$ cat src/rtl/slice_page_allocator_unit_assert.svh
// Assertion macros used by the slice page allocator controller.
`ifndef SLICE_PAGE_ALLOCATOR_UNIT_ASSERT_SVH
`define SLICE_PAGE_ALLOCATOR_UNIT_ASSERT_SVH

// Same-cycle implication, checked outside reset.
`define SPA_ASSERT_IMPLY(lbl, ante, cons, msg) \
    lbl: assert property (@(posedge clk) disable iff (!rst_n) (ante) |-> (cons)) \
        else $error(msg);

// Next-cycle implication, checked outside reset.
`define SPA_ASSERT_NEXT(lbl, ante, cons, msg) \
    lbl: assert property (@(posedge clk) disable iff (!rst_n) (ante) |=> (cons)) \
        else $error(msg);

`endif

$ cat src/rtl/spa_pkg.sv
// Shared types and codes of the slice page allocator.
`default_nettype none
package spa_pkg;

    localparam int FILL_W = 8;
    localparam int INFO_W = 2 + FILL_W + 1;

    // List tags kept per slice
    localparam logic [1:0] TAG_UNUSED = 2'd0;
    localparam logic [1:0] TAG_ALLOC  = 2'd1;
    localparam logic [1:0] TAG_L2     = 2'd2;
    localparam logic [1:0] TAG_PAGE   = 2'd3;

    // Command kinds
    localparam logic [2:0] KIND_INIT        = 3'd0;
    localparam logic [2:0] KIND_ALLOC_SLICE = 3'd1;
    localparam logic [2:0] KIND_ALLOC_L2    = 3'd2;
    localparam logic [2:0] KIND_ALLOC_PAGE  = 3'd3;
    localparam logic [2:0] KIND_FREE_SLICE  = 3'd4;
    localparam logic [2:0] KIND_FREE_L2     = 3'd5;
    localparam logic [2:0] KIND_FREE_PAGE   = 3'd6;

    // Result status codes
    localparam logic [1:0] RES_OK       = 2'd0;
    localparam logic [1:0] RES_OOM      = 2'd1;
    localparam logic [1:0] RES_RESERVED = 2'd2;
    localparam logic [1:0] RES_RANGE    = 2'd3;

    // Register indexes
    localparam logic [1:0] REG_REGION_BASE    = 2'd0;
    localparam logic [1:0] REG_SLICES_IN_USE  = 2'd1;
    localparam logic [1:0] REG_RESERVED_BASE  = 2'd2;
    localparam logic [1:0] REG_RESERVED_LIMIT = 2'd3;

    typedef enum logic [7:0] {
        ST_IDLE   = 8'b0000_0001,
        ST_DECIDE = 8'b0000_0010,
        ST_READ   = 8'b0000_0100,
        ST_UPD    = 8'b0000_1000,
        ST_PUSH1  = 8'b0001_0000,
        ST_PUSH2  = 8'b0010_0000,
        ST_WALK   = 8'b0100_0000,
        ST_FIN    = 8'b1000_0000
    } spa_state_t;

    typedef struct packed {
        logic accept;
        logic decide;
        logic read;
        logic upd;
        logic push1;
        logic push2;
        logic walk;
        logic fin;
    } spa_cmd_t;

    typedef struct packed {
        logic is_init;
        logic dec_stop;
        logic upd_stop;
        logic do_push;
        logic walk_last;
    } spa_stat_t;

endpackage
`default_nettype wire

$ cat src/rtl/spa_ctrl.sv
// Sequencing state machine of the slice page allocator.
`default_nettype none
`include "slice_page_allocator_unit_assert.svh"
module spa_ctrl
    import spa_pkg::*;
(
    input  wire logic      clk,
    input  wire logic      rst_n,
    input  wire logic      start,
    output logic           busy,
    output logic           done,
    output spa_cmd_t       cmd,
    input  wire spa_stat_t stat
);

    spa_state_t state_reg, state_next;
    logic       done_reg, done_next;

    always_comb
    begin
        state_next = state_reg;
        done_next  = 1'b0;
        case (state_reg)
            ST_IDLE:
            begin
                if (start)
                begin
                    state_next = ST_DECIDE;
                end
            end
            ST_DECIDE:
            begin
                if (stat.is_init)
                begin
                    state_next = ST_WALK;
                end
                else if (stat.dec_stop)
                begin
                    state_next = ST_IDLE;
                    done_next  = 1'b1;
                end
                else
                begin
                    state_next = ST_READ;
                end
            end
            ST_READ:
            begin
                state_next = ST_UPD;
            end
            ST_UPD:
            begin
                if (stat.upd_stop)
                begin
                    state_next = ST_IDLE;
                    done_next  = 1'b1;
                end
                else
                begin
                    state_next = ST_PUSH1;
                end
            end
            ST_PUSH1:
            begin
                if (stat.do_push)
                begin
                    state_next = ST_PUSH2;
                end
                else
                begin
                    state_next = ST_IDLE;
                    done_next  = 1'b1;
                end
            end
            ST_PUSH2:
            begin
                state_next = ST_IDLE;
                done_next  = 1'b1;
            end
            ST_WALK:
            begin
                if (stat.walk_last)
                begin
                    state_next = ST_FIN;
                end
            end
            ST_FIN:
            begin
                state_next = ST_IDLE;
                done_next  = 1'b1;
            end
            default:
            begin
                state_next = ST_IDLE;
            end
        endcase
    end

    always_ff @(posedge clk or negedge rst_n)
    begin
        if (!rst_n)
        begin
            state_reg <= ST_IDLE;
            done_reg  <= 1'b0;
        end
        else
        begin
            state_reg <= state_next;
            done_reg  <= done_next;
        end
    end

    assign busy       = (state_reg != ST_IDLE);
    assign done       = done_reg;
    assign cmd.accept = start && (state_reg == ST_IDLE);
    assign cmd.decide = (state_reg == ST_DECIDE);
    assign cmd.read   = (state_reg == ST_READ);
    assign cmd.upd    = (state_reg == ST_UPD);
    assign cmd.push1  = (state_reg == ST_PUSH1);
    assign cmd.push2  = (state_reg == ST_PUSH2);
    assign cmd.walk   = (state_reg == ST_WALK);
    assign cmd.fin    = (state_reg == ST_FIN);

    `SPA_ASSERT_IMPLY(a_done_idle, done_reg, state_reg == ST_IDLE, "strobe while busy")
    `SPA_ASSERT_NEXT(a_accept_decide, cmd.accept, state_reg == ST_DECIDE, "accept lost")
    `SPA_ASSERT_NEXT(a_done_single, done_reg, !done_reg, "result strobed twice")

endmodule
`default_nettype wire

$ cat config.mk
export PLATFORM = sky130hd
export DESIGN_NAME = spa_ctrl
export DESIGN_NICKNAME = d
export VERILOG_FILES = /design/src/rtl/spa_pkg.sv /design/src/rtl/spa_ctrl.sv
export VERILOG_INCLUDE_DIRS = /design/src /design/src/rtl
export SDC_FILE = /design/constraint.sdc
export NUM_CORES = 1
export LEC_CHECK = 0
export BUFFER_PORTS_ARGS = -buffer_cell sky130_fd_sc_hd__buf_2
export CAP_MARGIN = 10
export CORE_AREA = 2 2 39 41
export CTS_CLUSTER_DIAMETER = 50
export DETAILED_ROUTE_END_ITERATION = 12
export DIE_AREA = 0 0 41 43
export HOLD_SLACK_MARGIN = 0.12
export PLACE_DENSITY = 0.65
export RECOVER_POWER = 100
export SLEW_MARGIN = 20
export SYNTH_ARGS = -nofsm -noshare
export SYNTH_HDL_FRONTEND = slang
export SYNTH_SLANG_ARGS = --single-unit
export TNS_END_PERCENT = 20
$ cat constraint.sdc
create_clock -name clk -period 5.1 [get_ports clk]
set_input_delay 0.255 -clock clk [delete_from_list [all_inputs] [get_ports clk]]
set_output_delay 0.255 -clock clk [all_outputs]
set_load 0.1 [all_outputs]
==> run summary <==
Largest buffer count on any clock path = 2
Achievable frequency = 329 MHz
PD cells = 501 nW/um^2
Syn avg cell area = 10.5 sq um
Cells on worst reg2reg path = 4
Post-DP HPWL = 802 um
Initial detailed-routing violation count = 8
Crit Path Class = flop to primary output
Syn_nets = 58
VDD IR max = 209 uV
Synth unique cells = 28
CTS sink cnt = 9
Hold Path End = state_reg[4]
Cell row count = 14
Seq/Total Area, Yosys = 0.430
RePlAce Congestion = 0.679
Comb pwr share = 0.542
H-Tree Depth = 1
Total GRT Usage = 0.140
Slowest stage delay, CP = 0.92 ns
I/O pin count = 18
Synth Instances = 50
Clock skew = 0.00391 ns
Hold_sp = stat[2]
Via Count = 434
Slew headroom = 0.225
FF-to-FF Start = state_reg[7]
Die Ht = 43 um
Worst min path class = input pin to flop
Slew @ Worst Pin = 1.17 ns
Minimum clock period = 3.04 ns
I/O Buffers = 17
Max-cap violations = 0
R2r setup slk = 3.08 ns
Die ar. = 1760 sq um
Antenna violations before repair = 0
Seq pwr share = 0.298
Vias in the first global route = 411
CTS tree = done
Hold Crit Depth = 2
Hold_buf cts = 1
TNS Setup = 0 ns
Nets = 80
Root buffer cell = clkbuf_4
Hold Vio Cnt, Final = 0
DRT Pass-1 Iters = 4
Chip width = 41 um
Crit-path leading delay family = simple AND/OR/NAND/NOR gates
Final setup violation count = 0
Post CTS Setup Buffer Count = 0
Final period util = 0.595
Unrepaired setup endpoints after global routing = no
Clk pwr share = 0.160
Core area = 1380 sq um
Crit Path Max Fanout = 6
CP arrival = 2.78 ns
Largest register FFs = 8
Synthesized area = 527 sq um
Largest net degree at the start of global routing = 10
Initial core utilization = 0.381
Grt ovf = 0
Reg clk slew, reported paths = 0.06 ns
Crit-path slowest cell = clkbuf_1
Remaining DRCs = 0
WP buf/inv = 1
Flops & latches, synth = 9
Critical Path RT = 4.85 ns
Area Overhead vs Synth = 20.0%
Hold slack = 0.167 ns
DRT Wirelength = 959 um
Switch share = 0.512
Via/cell ratio = 4.99
Worst-skew pair later-pin latency = 0.25 ns
First-pass GRT wire length = 1.66 mm
Remaining antenna violation count after routing = 0
Lkg Pwr = 0.307 nW
Diode count = 0
Post_cts resized = 0
Run status = finished clean
Ys Warns = 0
CP Capture Type = primary output
Max-slew violations = 0
NetSw = 0.162 mW
CP cell instances = or4_1 -> nor4_1 -> clkbuf_1
Startpoint types = flop
Design internal power = 0.155 mW
Reg2Reg Capture Point = done
WL/cell = 11.0 um
TritonCTS Buffers = 3
Layout cell share with drive strength beyond 1 = 0.268
-- placed cells by master (no fill, tap or decap), types with 2 or more instances in the layout --
master / instances
and2_0: 2
and2b_2: 2
and4b_1: 3
buf_2: 6
clkbuf_1: 12
clkbuf_4: 3
dfrtp_1: 8
inv_1: 4
nand3_1: 3
nor2_1: 4
nor4_1: 3
or4_1: 2
-- area by class of cell --
class | instances | area, sq um
Clock buffer | 4 | 26.3
Fill cell | 148 | 752
Inverter | 4 | 15.0
Multi-Input combinational cell | 36 | 263
Sequential cell | 9 | 226
Tap cell | 16 | 20.0
Timing Repair Buffer | 18 | 81.3
-- synth_stat cells (all sizes together) --
cell type	instances	area share
a222oi	1	0.019
nand3	3	0.028
buf	1	0.0095
or4	2	0.028
dfstp	1	0.050
or4b	1	0.019
dfrtp	8	0.38
or2	1	0.012
or3	1	0.014
nor2	4	0.028
xnor2	1	0.017
or2b	1	0.017
and4b	4	0.078
and2b	2	0.033
inv	4	0.028
o211ai	1	0.024
nor2b	1	0.012
a22o	1	0.017
and2	4	0.050
nor3b	1	0.024
nor4b	1	0.028
and3	1	0.012
nor4	3	0.047
xor2	1	0.017
nand2	1	0.0071
-- power by group through the flow --
stage	registers (mW)	logic [mW]	clock network, mW
after floorplan	0.0981	0.150	0
after detailed placement	0.0954	0.178	0
after CTS	0.0941	0.179	0.0542
after global placement	0.0963	0.177	0
after global routing	0.0965	0.182	0.0575
final	0.0943	0.172	0.0507
-- worst register-to-register path, cell delays in order (launching register included) --
cell,delay (ns)
dfrtp_1,0.40
or4_1,0.63
nor4b_1,0.56
a222oi_1,0.26
nand2_1,0.11
-- kinds of logic (layout without fill, tap and decap cells) --
group,after synthesis,after routing,synth area share
and+or+nand+nor,31,31,0.439
buffers and inverters,5,26,0.0380
AOI/OAI and AO/OA,3,3,0.0594
xor gates and xnor gates,2,2,0.0333
DFF,9,9,0.430
-- metal layers --
metal	share of wire	vias up	track usage
li1	-	223	-
met1	0.45	202	0.186
met2	0.50	9	0.209
met3	0.046	0	0
met4	0	0	0.100
met5	0	-	0
-- worst max path at each step --
stage / start / end / slack (ns) / cells past startpoint
finish: state_reg[7] / cmd[6] / 2.06 / 3
global route: state_reg[7] / cmd[6] / 1.91 / 3
CTS: state_reg[7] / cmd[6] / 2.60 / 3
detailed placement: state_reg[7] / cmd[6] / 2.88 / 3
global placement: state_reg[0] / cmd[7] / 2.91 / 4
floorplan: state_reg[7] / cmd[2] / 0.89 / 3
-- metrics by stage --
step	instances	utilization	setup slack (ns)	power, mW	instance area [sq um]
after floorplan	50	-	0.889	0.248	527
after global placement	82	0.453	2.91	0.273	627
after detailed placement	82	0.453	2.88	0.273	627
after CTS	87	0.479	2.60	0.327	663
after global routing	87	0.457	1.91	0.336	632
final	87	0.457	2.06	0.317	632
No activity file was read; power rests on OpenSTA's default activity.
